**config.mk**
```make
export PLATFORM = sky130hd
export DESIGN_NAME = chkv_bucket_calc
export DESIGN_NICKNAME = d
export VERILOG_FILES = /design/src/rtl/chkv_pkg.sv /design/src/rtl/chkv_bucket_calc.sv
export SDC_FILE = /design/constraint.sdc
export NUM_CORES = 1
export LEC_CHECK = 0
export BUFFER_PORTS_ARGS = -buffer_cell sky130_fd_sc_hd__buf_4
export CORE_MARGIN = 2
export CORE_UTILIZATION = 50
export CTS_CLUSTER_DIAMETER = 80
export CTS_CLUSTER_SIZE = 8
export DETAILED_ROUTE_END_ITERATION = 12
export GPL_ROUTABILITY_DRIVEN = 1
export GPL_TIMING_DRIVEN = 1
export PLACE_DENSITY_LB_ADDON = 0.08
export SYNTH_ARGS = -nofsm -noshare
export SYNTH_HDL_FRONTEND = slang
export SYNTH_SLANG_ARGS = --single-unit
```
**constraint.sdc**
```tcl
create_clock -name clock -period 14.77 [get_ports clock]
set_input_delay 1.477 -clock clock [delete_from_list [all_inputs] [get_ports clock]]
set_output_delay 1.477 -clock clock [all_outputs]
set_load 0.005 [all_outputs]
```
**src/rtl/chkv_pkg.sv**
```systemverilog
`timescale 1ns / 1ps
// ----------------------------------------------------------------------------
// chkv_pkg
// Shared types, sizes and codes of the chained hash key-value store.
// ----------------------------------------------------------------------------
package chkv_pkg;

   localparam int NUM_BUCKETS = 17;
   localparam int CHAIN_SLOTS = 8;
   localparam int TOTAL_SLOTS = NUM_BUCKETS * CHAIN_SLOTS;

   localparam int BUCKET_W = $clog2(NUM_BUCKETS);
   localparam int SLOT_W   = (CHAIN_SLOTS > 1) ? $clog2(CHAIN_SLOTS) : 1;
   localparam int COUNT_W  = $clog2(TOTAL_SLOTS + 1);

   // exact reciprocal for a 32-bit dividend: q = (mag * RECIP) >> DIV_SHIFT
   localparam int          DIV_SHIFT = 32 + $clog2(NUM_BUCKETS);
   localparam logic [32:0] RECIP     = 33'(((64'd1 << DIV_SHIFT) + 64'(NUM_BUCKETS) - 64'd1)
                                           / 64'(NUM_BUCKETS));

   localparam logic [1:0] ACT_INSERT = 2'd0;
   localparam logic [1:0] ACT_LOOKUP = 2'd1;
   localparam logic [1:0] ACT_REMOVE = 2'd2;
   localparam logic [1:0] ACT_CLEAR  = 2'd3;

   localparam logic [1:0] STAT_OK      = 2'd0;
   localparam logic [1:0] STAT_MISSING = 2'd1;
   localparam logic [1:0] STAT_FULL    = 2'd2;

   typedef struct packed {
      logic [31:0] value;
      logic [31:0] key;
   } slot_type;

   typedef slot_type [CHAIN_SLOTS-1:0] row_type;

   typedef struct packed {
      logic              hit;
      logic [SLOT_W-1:0] hit_idx;
      logic              has_free;
      logic [SLOT_W-1:0] free_idx;
   } match_type;

endpackage

```
**src/rtl/chkv_bucket_calc.sv**
```systemverilog
`timescale 1ns / 1ps
// ----------------------------------------------------------------------------
// chkv_bucket_calc
// Key magnitude modulo the bucket count, by reciprocal multiply over two stages.
// ----------------------------------------------------------------------------
module chkv_bucket_calc
   import chkv_pkg::*;
(
   input  logic                clock,
   input  logic                load,
   input  logic [31:0]         key_in,
   output logic [BUCKET_W-1:0] bucket
);

   logic [31:0] mag_ff;
   logic [31:0] mag_in;
   logic [31:0] q_ff;
   logic [63:0] prod_lo;
   logic [64:0] prod;
   logic [64:0] q_full;
   logic [31:0] rem;

   // most negative key wraps to 2^31 as unsigned
   assign mag_in = key_in[31] ? (32'd0 - key_in) : key_in;

   // 32x33 product as a 32x32 partial product plus the shifted top bit
   assign prod_lo = {32'd0, mag_ff} * {32'd0, RECIP[31:0]};
   assign prod    = {1'b0, prod_lo} + (RECIP[32] ? {1'b0, mag_ff, 32'd0} : 65'd0);
   assign q_full  = prod >> DIV_SHIFT;

   always_ff @(posedge clock) begin
      if (load) begin
         mag_ff <= mag_in;
      end
      q_ff <= q_full[31:0];
   end

   assign rem    = mag_ff - (q_ff * 32'(NUM_BUCKETS));
   assign bucket = rem[BUCKET_W-1:0];

endmodule

```
## After elaboration in Yosys (flattened, before gate mapping)

Index checks and enable logic that the tools add are counted.

| word-level totals | value |
|---|---|
| flip-flop bits (word level) | 60 |
| input bits | 34 |
| output and inout port bits | 5 |
| word-level logic and storage cells | 9 |

| operators by class | value |
|---|---|
| add/sub/neg operators | 3 |
| multiply operators | 2 |
| muxes and demuxes | 1 |

Operators by type and width:

| cell | count |
|---|---|
| $add A64 B64 Y65 | 1 |
| $mul A32 B31 Y63 const B | 1 |
| $sub A1 B32 Y32 const A | 1 |
| $mux W31 | 1 |
| $mul A28 B5 Y5 const B | 1 |
| $sub A5 B5 Y5 | 1 |

## Depth between registers and ports, before layout

| depth | value |
|---|---|
| depth after elaboration | 2 |
| gate-level depth with buffers | 32 |
| mapped depth without buffers | 32 |

## Worst setup path after synthesis

No wires, ideal clock.

| timing | value |
|---|---|
| path kind | reg-to-reg |
| start point | register mag_ff[13] |
| end point | register q_ff[3] |
| library setup time | 0.072 ns |
| arrival | 7.491 ns |
| data required time | 14.698 ns |
| setup slack | 7.207 ns |
| cell stages (with the launch flop) | 29 |
| buffers on the path | 0 |
| clock period less this slack | 7.563 ns |
| cell sequence | edfxtp_1 -> inv_1 -> fa_1 -> inv_1 -> ha_1 -> inv_1 -> fa_1 -> fa_1 -> inv_1 -> fa_1 -> fa_1 -> fa_1 -> ha_1 -> ha_1 -> and4_1 -> nand4_1 -> or2_2 -> a31o_2 -> a31oi_1 -> o21a_1 -> o21a_1 -> nor2_1 -> xnor2_1 -> ha_1 -> or3_1 -> a2111oi_0 -> nor2_1 -> a21oi_1 -> xnor2_1 |

| between the ends | value |
|---|---|
| word-level cells in the longest chain between the ends | 2 |

Ends and longest elaborated chain:

| what | RTL line | RTL |
|---|---|---|
| from (decl) | chkv_bucket_calc.sv:15 | `logic [31:0] mag_ff;` |
| from (signal assigned) | chkv_bucket_calc.sv:33 | `mag_ff <= mag_in;` |
| $mul A32 B31 Y63 | chkv_bucket_calc.sv:27 | `assign prod_lo = {32'd0, mag_ff} * {32'd0, RECIP[31:0]};` |
| $add A64 B64 Y65 | chkv_bucket_calc.sv:28 | `assign prod = {1'b0, prod_lo} + (RECIP[32] ? {1'b0, mag_ff, 32'd0} : 65'd0);` |
| net prod[40] | chkv_bucket_calc.sv:19 | `logic [64:0] prod;` |
| to (signal assigned) | chkv_bucket_calc.sv:35 | `q_ff <= q_full[31:0];` |
| to (decl) | chkv_bucket_calc.sv:17 | `logic [31:0] q_ff;` |

The timed path passes the listed nets, and every way through them passes these cells.
A chain may end at the register's enable or synchronous reset.

## Worst setup path after layout

| timing | value |
|---|---|
| start point | register mag_ff[2] |
| end point | register q_ff[3] |

| between the ends | value |
|---|---|
| word-level cells in the longest chain between the ends | 2 |

Ends and longest elaborated chain:

| what | RTL line |
|---|---|
| $mul A32 B31 Y63 | chkv_bucket_calc.sv:27 |
| $add A64 B64 Y65 (*) | chkv_bucket_calc.sv:28 |
| net prod[40] | chkv_bucket_calc.sv:19 |

Mark *: on every way through the listed nets, which the timed path passes. The rest lies on a longest branch.

==> flow_metrics.env <==
export IMPL_areaGrowthSynthToFinish_pct=7.02
export IMPL_relSlewSlack_pct=51.7
export IMPL_ys_seq_elements=37
export IMPL_viasPerCell=4.99
export IMPL_placed_cells=1504
export IMPL_synth_avg_cell_area_um2=10.6
export IMPL_cts_tree="done"
export IMPL_cts_resized=0
export IMPL_cts_buffer_depth=2
export IMPL_post_synth_instance_area_um2=12200
export IMPL_max_cap_violations=0
export IMPL_multi_input_area_um2=9650
export IMPL_ant_nets=0
export IMPL_netlist_area_leader_share_pct=41.0
export IMPL_drtIter0Drc=375
export IMPL_design_die_area_um2=25600
export IMPL_period_share_pct=57.3
export IMPL_ys_types=47
export IMPL_cts_buffers=5
export IMPL_r2r_end="q_ff[3]"
export IMPL_drt_total_wl_um=30400
export IMPL_tightest_slew_ps=725
export IMPL_hp_class="reg2reg"
export IMPL_fin_tns_setup_ps=0
export IMPL_antenna_cells=0
export IMPL_cts_max_level=2
export IMPL_reg2reg_depth=27
export IMPL_synth_most_common_cell="inv_1"
export IMPL_gp_congestion=0.928
export IMPL_place_hpwl_um=28100
export IMPL_gr_total_overflow=0
export IMPL_drc_errors=0
export IMPL_crit_fanout=11
export IMPL_worstPathRequired_ps=15010
export IMPL_met3_usage_pct=4.29
export IMPL_grt_max_degree=33
export IMPL_async_flop_share_pct=0
export IMPL_finalSetupViolCount=0
export IMPL_grt_busiest_layer="met2"
export IMPL_cp_end_kind="register"
export IMPL_clock_sinks=37
export IMPL_grt_setup_unrepaired="false"
export IMPL_ys_top_cells_by_count="inv_1, fa_1, ha_1, xnor2_1, edfxtp_1"
export IMPL_hold_depth=3
export IMPL_setup_ws_ps=6300
export IMPL_path_clk_slew_ps=70
export IMPL_synth_area_leaders="fa_1, ha_1, inv_1"
export IMPL_place_ws_ps=6370
export IMPL_synth_ff_type="edfxtp_1"
export IMPL_drive_gt1_share_pct=4.88
export IMPL_seq_area_um2=1060
export IMPL_fin_cells=1512
export IMPL_max_freq_mhz=118
export IMPL_status="complete, no violations"
export IMPL_met2_usage_pct=40.6
export IMPL_critPathLaunchType="register"
export IMPL_yosysSeqAreaShare_pct=8.72
export IMPL_fill_cells=2221
export IMPL_hold_buffers=0
export IMPL_final_max_slew_viol_count=0
export IMPL_timing_rr_start="mag_ff[2]"
export IMPL_grt_pass1_wl_um=48100
export IMPL_num_nets_final=1719
export IMPL_whs_endpoint="q_ff[0]"
export IMPL_synth_area_leader_cell="fa_1"
export IMPL_initial_core_util_pct=50.5
export IMPL_track_usage_pct=25.5
export IMPL_firstDrtPassIters=5
export IMPL_row_count=57
export IMPL_antenna_found_initial=1
export IMPL_postCtsSetupRepairBufs=0
export IMPL_hold_viol=0
export IMPL_cp_arrival_ps=8700
export IMPL_grt_pass1_vias=8347
export IMPL_grtUsageMet1_pct=37.2
export IMPL_die_h_um=160
export IMPL_vias=7545
export IMPL_clk_latency_ps=300
export IMPL_yosys_warnings=0
export IMPL_rrSetupSlack_ps=6300
export IMPL_path_class="reg2reg"
export IMPL_wl_per_cell_um=20.1
export IMPL_port_buffers=38
export IMPL_clockRootBuffer="clkbuf_16"
export IMPL_hp_start="mag_ff[5]"
export IMPL_synth_edff_count=32
export IMPL_finClkSkew_ps=10.5
export IMPL_fin_hold_ws_ps=1100
export IMPL_syn_inst=1144
export IMPL_boundaryPins=39
export IMPL_core_region_area_um2=24100
export IMPL_period_needed_ps=8470
export IMPL_die_w_um=160
export IMPL_synth_net_count=1676
flip-flops by register name (all words and copies together), names as in the netlist:
register / count
q_ff: 5
mag_ff: 32
area by class of cell:
type	count	area share, %
tap	324	3.11
multi-input combinational	720	74.1
timing repair buffer	39	2.25
inverter	384	11.1
clock buffer	5	0.961
clock inverter	3	0.317
sequential	37	8.15
placed cells by master, fill, tap and decap left out, types with 2 or more instances in the layout:
cell / instances
o31ai_1: 6
o21ai_0: 21
and3_1: 2
a21o_1: 9
a31o_2: 2
or3_4: 4
nor2_1: 17
buf_4: 39
or4_1: 4
edfxtp_1: 32
nand2_1: 18
a21boi_0: 2
o211a_1: 3
xnor2_1: 55
o21a_1: 3
clkbuf_16: 5
inv_1: 384
o31a_1: 2
dfxtp_1: 5
nand4_1: 6
fa_1: 249
a211oi_1: 4
a21oi_1: 12
nor3_1: 6
and2_1: 3
nand3_1: 3
or2_2: 3
xor2_1: 11
o41ai_1: 4
or3_1: 5
and4_1: 2
ha_1: 249
per-stage QoR:
stage / instance area [um2] / util, %
global route: 13000 / 54.0
finish: 13000 / 54.0
global placement: 12800 / 53.3
detailed placement: 12800 / 53.3
CTS: 13000 / 54.0
floorplan: 12200 / -
worst max-delay path by stage:
stage / slack [ps] / end / from
2_1_floorplan: 7210 / q_ff[3] / mag_ff[13]
3_3_place_gp: 6400 / q_ff[3] / mag_ff[2]
3_5_place_dp: 6370 / q_ff[3] / mag_ff[2]
4_1_cts: 6340 / q_ff[3] / mag_ff[2]
5_1_grt: 5930 / q_ff[3] / mag_ff[2]
6_report: 6300 / q_ff[3] / mag_ff[2]
logic make-up (layout without fill, tap and decap cells):
family                   after synthesis  count (layout)  share of synthesized area (%)
AO/OA/AOI/OAI                         77              77                           4.38
XOR/XNOR                              66              66                           4.75
adder cells (fa/ha/maj)              498             498                           66.6
buffers and inverters                387             431                           11.9
flip-flops                            37              37                           8.72
AND/OR/NAND/NOR                       79              79                           3.60
critical path, stage by stage, from the launching register on:
cell and delay, ps:
edfxtp_1 810, inv_1 250, fa_1 560, inv_1 40
ha_1 280, inv_1 140, fa_1 560, inv_1 60
fa_1 500, fa_1 520, fa_1 520, fa_1 490
ha_1 310, ha_1 380, nand4_1 110, or2_2 280
a31o_2 240, a31oi_1 280, o21a_1 250, o21a_1 150
nor2_1 50, xnor2_1 130, ha_1 190, or3_1 300
a2111oi_0 500, nor2_1 150, a21oi_1 200, xnor2_1 130
metal layers:
metal	share of wire [%]	routed length, um
met5	0	0
met4	1.8	560
met3	5.6	1690
met2	45	13800
met1	47	14300
Power is not shown: default switching activity piles up to over one toggle a cycle in this logic, so the estimate is an artifact.
