**config.mk**
```make
export PLATFORM = sky130hd
export DESIGN_NAME = chkv_slot_match
export DESIGN_NICKNAME = d
export VERILOG_FILES = /design/src/rtl/chkv_pkg.sv /design/src/rtl/chkv_slot_match.sv
export SDC_FILE = /design/constraint.sdc
export NUM_CORES = 1
export LEC_CHECK = 0
export BUFFER_PORTS_ARGS = -buffer_cell sky130_fd_sc_hd__buf_2
export CORE_AREA = 2 2 218 220
export DETAILED_ROUTE_END_ITERATION = 6
export DIE_AREA = 0 0 220 222
export PLACE_DENSITY_LB_ADDON = 0.12
export SLEW_MARGIN = 20
export SYNTH_ARGS = -nofsm -noshare
export SYNTH_HDL_FRONTEND = slang
export SYNTH_SLANG_ARGS = --single-unit
```
**constraint.sdc**
```tcl
create_clock -name vclk -period 3.5
set_input_delay 0.7 -clock vclk [all_inputs]
set_output_delay 0.7 -clock vclk [all_outputs]
set_load 0.02 [all_outputs]
```
**src/rtl/chkv_pkg.sv**
```systemverilog
`timescale 1ns / 1ps
// ----------------------------------------------------------------------------
// chkv_pkg
// Shared types, sizes and codes of the chained hash key-value store.
// ----------------------------------------------------------------------------
package chkv_pkg;

   localparam int NUM_BUCKETS = 17;
   localparam int CHAIN_SLOTS = 8;
   localparam int TOTAL_SLOTS = NUM_BUCKETS * CHAIN_SLOTS;

   localparam int BUCKET_W = $clog2(NUM_BUCKETS);
   localparam int SLOT_W   = (CHAIN_SLOTS > 1) ? $clog2(CHAIN_SLOTS) : 1;
   localparam int COUNT_W  = $clog2(TOTAL_SLOTS + 1);

   // exact reciprocal for a 32-bit dividend: q = (mag * RECIP) >> DIV_SHIFT
   localparam int          DIV_SHIFT = 32 + $clog2(NUM_BUCKETS);
   localparam logic [32:0] RECIP     = 33'(((64'd1 << DIV_SHIFT) + 64'(NUM_BUCKETS) - 64'd1)
                                           / 64'(NUM_BUCKETS));

   localparam logic [1:0] ACT_INSERT = 2'd0;
   localparam logic [1:0] ACT_LOOKUP = 2'd1;
   localparam logic [1:0] ACT_REMOVE = 2'd2;
   localparam logic [1:0] ACT_CLEAR  = 2'd3;

   localparam logic [1:0] STAT_OK      = 2'd0;
   localparam logic [1:0] STAT_MISSING = 2'd1;
   localparam logic [1:0] STAT_FULL    = 2'd2;

   typedef struct packed {
      logic [31:0] value;
      logic [31:0] key;
   } slot_type;

   typedef slot_type [CHAIN_SLOTS-1:0] row_type;

   typedef struct packed {
      logic              hit;
      logic [SLOT_W-1:0] hit_idx;
      logic              has_free;
      logic [SLOT_W-1:0] free_idx;
   } match_type;

endpackage

```
**src/rtl/chkv_slot_match.sv**
```systemverilog
`timescale 1ns / 1ps
// ----------------------------------------------------------------------------
// chkv_slot_match
// Compares a key against every slot of one bucket row, finds the first free slot.
// ----------------------------------------------------------------------------
module chkv_slot_match
   import chkv_pkg::*;
(
   input  row_type                row,
   input  logic [CHAIN_SLOTS-1:0] valid,
   input  logic [31:0]            key,
   output match_type              match
);

   always_comb begin
      match = '0;
      // walk downward so the lowest index wins
      for (int i = CHAIN_SLOTS - 1; i >= 0; i--) begin
         if (valid[i] && (row[i].key == key)) begin
            match.hit     = 1'b1;
            match.hit_idx = SLOT_W'(i);
         end
         if (!valid[i]) begin
            match.has_free = 1'b1;
            match.free_idx = SLOT_W'(i);
         end
      end
   end

endmodule

```
# After elaboration in Yosys (flattened, before gate mapping)
# Cells that the tools add are included.
# totals
wordCells,32
output_inout_bits,8
ff_bits,0
inputBits,552
# op_classes
n_reduce_logical,8
n_eq_ne,8
muxes,16
# op_table
op,n
$eq A32 B32 Y1,8
$mux W4,16
$logic_and A1 B1 Y1,8

# Depth between registers and ports, before layout
# Gate-level depths: netlist of run 1.
# depth
word_depth,10
ltp_mapped,9
ltp_nobuf,8

# Worst setup path after synthesis of run 1
# No wires, ideal clock.
# synth_path
kind,input -> output
startpoint,input key[20]
endpoint,output match[6] (netlist name)
stages,8
slack_ns,0.318
path_buffers,1
arrival_time_ns,2.482
t_required_ns,2.800
path_cell_list,buf_2 -> xor2_1 -> nor4_1 -> nand4_1 -> nor4_1 -> nand2b_1 -> nand3b_1 -> nor3b_1
# synth_lines
item,line_no,source
"start, declared",chkv_slot_match.sv:11,"input logic [31:0] key,"
"end, declared",chkv_slot_match.sv:12,output match_type match

==> results by group, run 1 <==
Finish
  • Seq. cell area: 0 um^2
  • Layout cell share with drive strength beyond 1: 57.58%
  • Clock buffers: 0
  • Synth-to-Final Area Change: 101.8%
  • Filler instances: 5,448
  • Multi-input logic area: ~3300 um^2
  • # nets final: 1,332
  • Seq cells: 0

Pwr
  • Sequential share of power: 0%
  • Leakage Power: ~2.8 nW
  • Combinational share of power: 100.0%
  • Internal power: 401.1 uW
  • Peak VDD IR: ~0.036 mV
  • Clk pwr share: 0%
  • Sw power: around 380 uW
  • Power per Cell Area: about 120 nW/um^2
  • Power Total: about 800 uW
  • Sw Share: between 40% and 50%

Place
  • IO buf count: between 300 and 400
  • Post-DP HPWL: 28.38 mm
  • Place WS: -576.6 ps
  • Placer Congestion: between 0.7 and 0.8

Timing
  • Crit path time final: about 3600 ps
  • Final Hold Violating Endpoints: 0
  • RSZ-0062 raised after global routing: true
  • Final slew viol count: 0
  • Fmax: roughly 280 MHz
  • Final setup fails: 4
  • Tightest Pin Transition: roughly 460 ps
  • Setup WS post-layout: -63.96 ps
  • Hold slack: roughly 1800 ps
  • Fin crit share: 101.8%
  • Slew headroom: between 60% and 70%

GRT
  • Met3 Use GR: between 2 and 2.5%
  • First-pass GRT wire length: approximately 39 mm
  • Grt met2 use: between 20% and 30%
  • Gr usage total: 11.98%
  • Gr ovfl total: 0
  • Largest net degree at the start of global routing: 8
  • Initial antenna violation count: 7
  • Number of global-route vias before repair: 4,840
  • Global Route met1 Usage: around 16%
  • GRT busiest layer: met2

Critical path
  • Critical setup path kind: input port to primary output
  • Required @ worst endpoint: approximately 2800 ps
  • Critical path fanouts, max: 4
  • Worst Setup End Kind: primary output
  • Arrival time worst endpoint: between 2000 and 3000 ps
  • Crit start category: input port

Routing
  • DR iter-0 viols: between 70 and 80
  • Detailed Route WL: 30.46 mm
  • Vias per cell: between 3 and 4
  • Via count: roughly 4.2k
  • DR pass1 iterations: 4
  • DR DRC count: 0
  • Routed length per instance: 21.91 um
  • DRT antenna net count: 0

Yosys
  • Library cells used by synthesis: 31
  • Top post-synthesis cells by count: xnor2_1 (175), xor2_1 (79), nand4_1 (44), nor4_1 (26), buf_2 (15)
  • Synth area leaders: xnor2_1 (47%), xor2_1 (21%), nand4_1 (8.5%)
  • Synth area leader: xnor2_1
  • Ys Warns: 0
  • Post-Synthesis Cells: just over 400
  • Seq/Total Area, Yosys: 0%
  • Syn Nets: between 900 and 1k
  • Top cell type's share of synthesized area: a little under half
  • Avg Inst Size Synth: just under 8 um^2
  • Post-Syn Area: 3231 um^2
  • Count leader, synth: xnor2_1

Run status
  • Run status: finished, violations left
  • Failing checks: negative setup slack

Floorplanning
  • Initial core utilization: ~7%
  • Die height: between 200 and 250 um
  • Die width: around 220 um
  • Total die area: around 49,000 um^2
  • Ports: 560
  • Floorplan row count: slightly below 80
  • Core ar.: about 46,000 um^2

Worst hold path
  • Worst Hold Class: input port to primary output

Run
  • Number of max-cap violations: 0
## cells in the final DEF, fill, tap and decap left out, drive strengths merged
cell and instances:
a21boi 2, a21oi 2, a31oi 2, a41oi 1, and3 2, buf 400, diode 5, inv 3
nand2 10, nand2b 2, nand3 11, nand3b 1, nand4 45, nor2 2, nor3 6, nor3b 1
nor4 26, o21ai 3, or3 2, or4 2, xnor2 176, xor2 79
## critical path: stages
cell	delay, ps
buf_6	100
buf_4	150
buf_4	160
xnor2_1	180
nand4_1	160
nor4_4	510
buf_4	190
nand3_2	70
a21boi_1	150
o21ai_2	110
nand2_1	80
a21oi_2	150
buf_6	130
## cells by family (layout without fill, tap and decap cells)
kind of cell           count (synthesis)  count (layout)  synth area share, %
AO/OA/AOI/OAI                         10              10                2.130
XOR/XNOR                             255             255                69.36
buffers and inverters                 35             403                7.552
other                                  0               5                    0
AND/OR/NAND/NOR                      110             110                20.95
## power groups by stage
stage	Sequential (mW)	Clock, mW	Combinational, mW
floorplan	0	0	0.342
global placement	0	0	0.756
detailed placement	0	0	0.756
CTS	0	0	0.797
global route	0	0.0000000383	0.854
finish	0	0.000000192	0.778
## per-layer routing
| layer | vias up | share of wire, % |
|---|---|---|
| met5 | - | 0.20 |
| met4 | 10 | 0.062 |
| met3 | 10 | 6.4 |
| met2 | 178 | 48 |
| met1 | 1909 | 45 |
| li1 | 2122 | - |
## layout make-up
class                           count  area share (%)
Timing Repair Buffer              400           37.31
Antenna cell                        5          0.1919
Tap cell                          607           11.65
Inverter                            3          0.1727
Multi-Input combinational cell    375           50.67
## through the flow
step / instance area, um^2 / util [%] / instances / TNS [ps]
3_3_place_gp: 6047 / 13.07 / 1383 / -2094
6_report: 6519 / 14.09 / 1390 / -125.0
2_1_floorplan: 3231 / - / 410 / 0
5_1_grt: 6509 / 14.07 / 1386 / -769.0
3_5_place_dp: 6047 / 13.07 / 1383 / -1928
4_1_cts: 6390 / 13.81 / 1385 / -254.8
## worst paths after layout
| path | startpoint | endpoint | cells past startpoint |
|---|---|---|---|
| max | key[3] | match[4] | 13 |
| min | valid[1] | match[1] | 4 |
## what timing repair did
item                                    4_1_cts  5_1_grt
resized for setup                            64       23
endpoints found under the setup margin        4        4
buffers inserted                              2        0
hold buffers                                  0        0
pin swaps                                    30       19
Note: power is estimated with default switching activity, not from simulation.
==> run 2: changes to the inputs <==
MAX_ROUTING_LAYER = met4   (was not set)
clock period = 3.7 ns   (was 3.5 ns; I/O delays follow)
==> run 2 against run 1 <==
Net effect: the run now ends clean; sequential share of layout area unchanged; via count increased by 0.26%; hold slack improved by 66 ps; cell count increased by 0.14%; core utilization increased by 0.19 points; die area unchanged; first-iteration DRC count increased by 16%; design area increased by 1.3%.
==> results by group, run 2 (synthesis results as in run 1) <==
Critical path
  • Arrival time worst endpoint: 2890 ps
  • Top Family by Delay on Critical Path: simple AND/OR/NAND/NOR gates
  • Worst Setup End Kind: primary output
  • CP max-delay cell: or4_4
  • Required @ worst endpoint: between 2000 and 3000 ps
  • Critical path fanouts, max: 5
  • Crit start category: input port
  • CP startpoint: key[5]
  • Critical path buffers and inverters: 3
  • Critical setup path kind: input port to primary output
  • Worst path cell trace: clkbuf_4, xor2_1, nor4_2, buf_4, nand4_1, or4_4, nand2_4, a31oi_1, nor2_2, buf_6
  • Slowest stage delay, CP: between 500 and 600 ps

Timing
  • Final setup fails: 0
  • Crit path time final: ~3600 ps
  • Slew headroom: around two thirds
  • Final slew viol count: 0
  • TNS Setup: 0 ps
  • Fin crit share: a little over nine tenths
  • Fmax: 275.9 MHz
  • Final Hold Violating Endpoints: 0
  • Tightest Pin Transition: ~520 ps
  • RSZ-0062 raised after global routing: true

Place
  • IO buf count: between 300 and 400
  • Post-DP HPWL: 28.77 mm
  • Placed Cells: 1,380
  • Placer Congestion: around 0.74

Worst hold path
  • Worst Hold Class: input port to primary output
  • Hold path startpoint: valid[6]

Pwr
  • Internal power: 390.0 uW
  • Sequential share of power: 0%
  • Leakage Power: approximately 2.8 nW
  • Combinational share of power: 100.0%
  • Sw Share: 48.59%
  • Power Total: between 700 and 800 uW
  • Peak VDD IR: about 0.040 mV
  • Clk pwr share: 0%
  • Power per Cell Area: about 110 nW/um^2
  • Sw power: 368.6 uW

Clocking
  • Cts hold-fix bufs: 0

Routing
  • Via count: ~4.2k
  • Detailed Route WL: 31.03 mm
  • DRT antenna net count: 0
  • Vias per cell: ~3.0
  • DR pass1 iterations: 4
  • DR iter-0 viols: 89
  • DR DRC count: 0
  • Routed length per instance: approximately 22 um

Finish
  • Filler instances: around 5.4k
  • Most frequent cells in the layout: buf_2 (285), xnor2_1 (153), buf_4 (88), xor2_1 (78), nand4_1 (44)
  • Seq cells: 0
  • Layout cell share with drive strength beyond 1: between 50% and 60%
  • # nets final: roughly 1.3k
  • Seq. cell area: 0 um^2
  • Non-filler instance count after layout: between 1k and 1.5k
  • Clock buffers: 0
  • Commonest non-fill, non-tap cell in the layout: buf_2
  • Synth-to-Final Area Change: 104.5%

Floorplanning
  • Die height: around 220 um
  • Floorplan row count: a little under 80
  • Initial core utilization: 6.984%
  • Core ar.: between 40,000 and 50,000 um^2
  • Die width: between 200 and 250 um
  • Ports: 560
  • Total die area: 48,840 um^2

GRT
  • Number of global-route vias before repair: 4,862
  • Largest net degree at the start of global routing: 8
  • Gr usage total: about an eighth
  • First-pass GRT wire length: 39.95 mm
  • Gr ovfl total: 0
  • Initial antenna violation count: 5

Run status
  • Run status: complete, no violations

Run
  • Number of max-cap violations: 0
-- run 2: cell types whose count changed in the layout (fill, tap and decap cells not counted), sizes merged --
cell / previous run / this run
buf: 400 / 398
clkbuf: 0 / 4
-- run 2: cell type report --
type / count / area (um^2) / area share (%)
inverter: 3 / 11.26 / 0.1705
antenna: 5 / 12.51 / 0.1894
multi-input combinational: 375 / 3331 / 50.42
tap: 607 / 759.5 / 11.50
timing repair buffer: 402 / 2492 / 37.73
-- run 2: path summary, 6_finish.rpt --
check / endpoint / slack (ps) / depth (start not counted)
hold / removal: match[2] / 1860 / 3
setup / recovery: match[5] / 70 / 10
-- run 2: layer usage --
metal	global-route usage [%]	share of wire, %	vias up
li1	-	-	2132
met1	16.20	45	1919
met2	21.75	49	187
met3	2.222	6.6	2
met4	0.1082	0.10	0
met5	-	0	-
-- run 2: timing repair --
action                     in CTS  in global routing
gates cloned                    0                  0
buffers inserted                1                  8
pin swaps                      14                 27
gates resized for setup        33                 63
setup endpoints to repair       4                  4
-- run 2: power groups by stage --
stage	Combinational [mW]	Clock, mW	Sequential [mW]
4_1_cts	0.742	0	0
6_report	0.759	0.000000181	0
3_3_place_gp	0.722	0	0
5_1_grt	0.833	0.000000181	0
3_5_place_dp	0.724	0	0
2_1_floorplan	0.323	0	0
-- run 2: through the flow --
stage	hold slack [ps]	setup WS [ps]	util (%)	area, um^2
2_1_floorplan	1603	437.8	-	3231
3_3_place_gp	1861	-471.7	13.08	6050
3_5_place_dp	1865	-401.2	13.08	6050
4_1_cts	1868	-23.52	13.45	6220
5_1_grt	1891	-109.9	14.28	6606
6_report	1859	74.88	14.28	6606
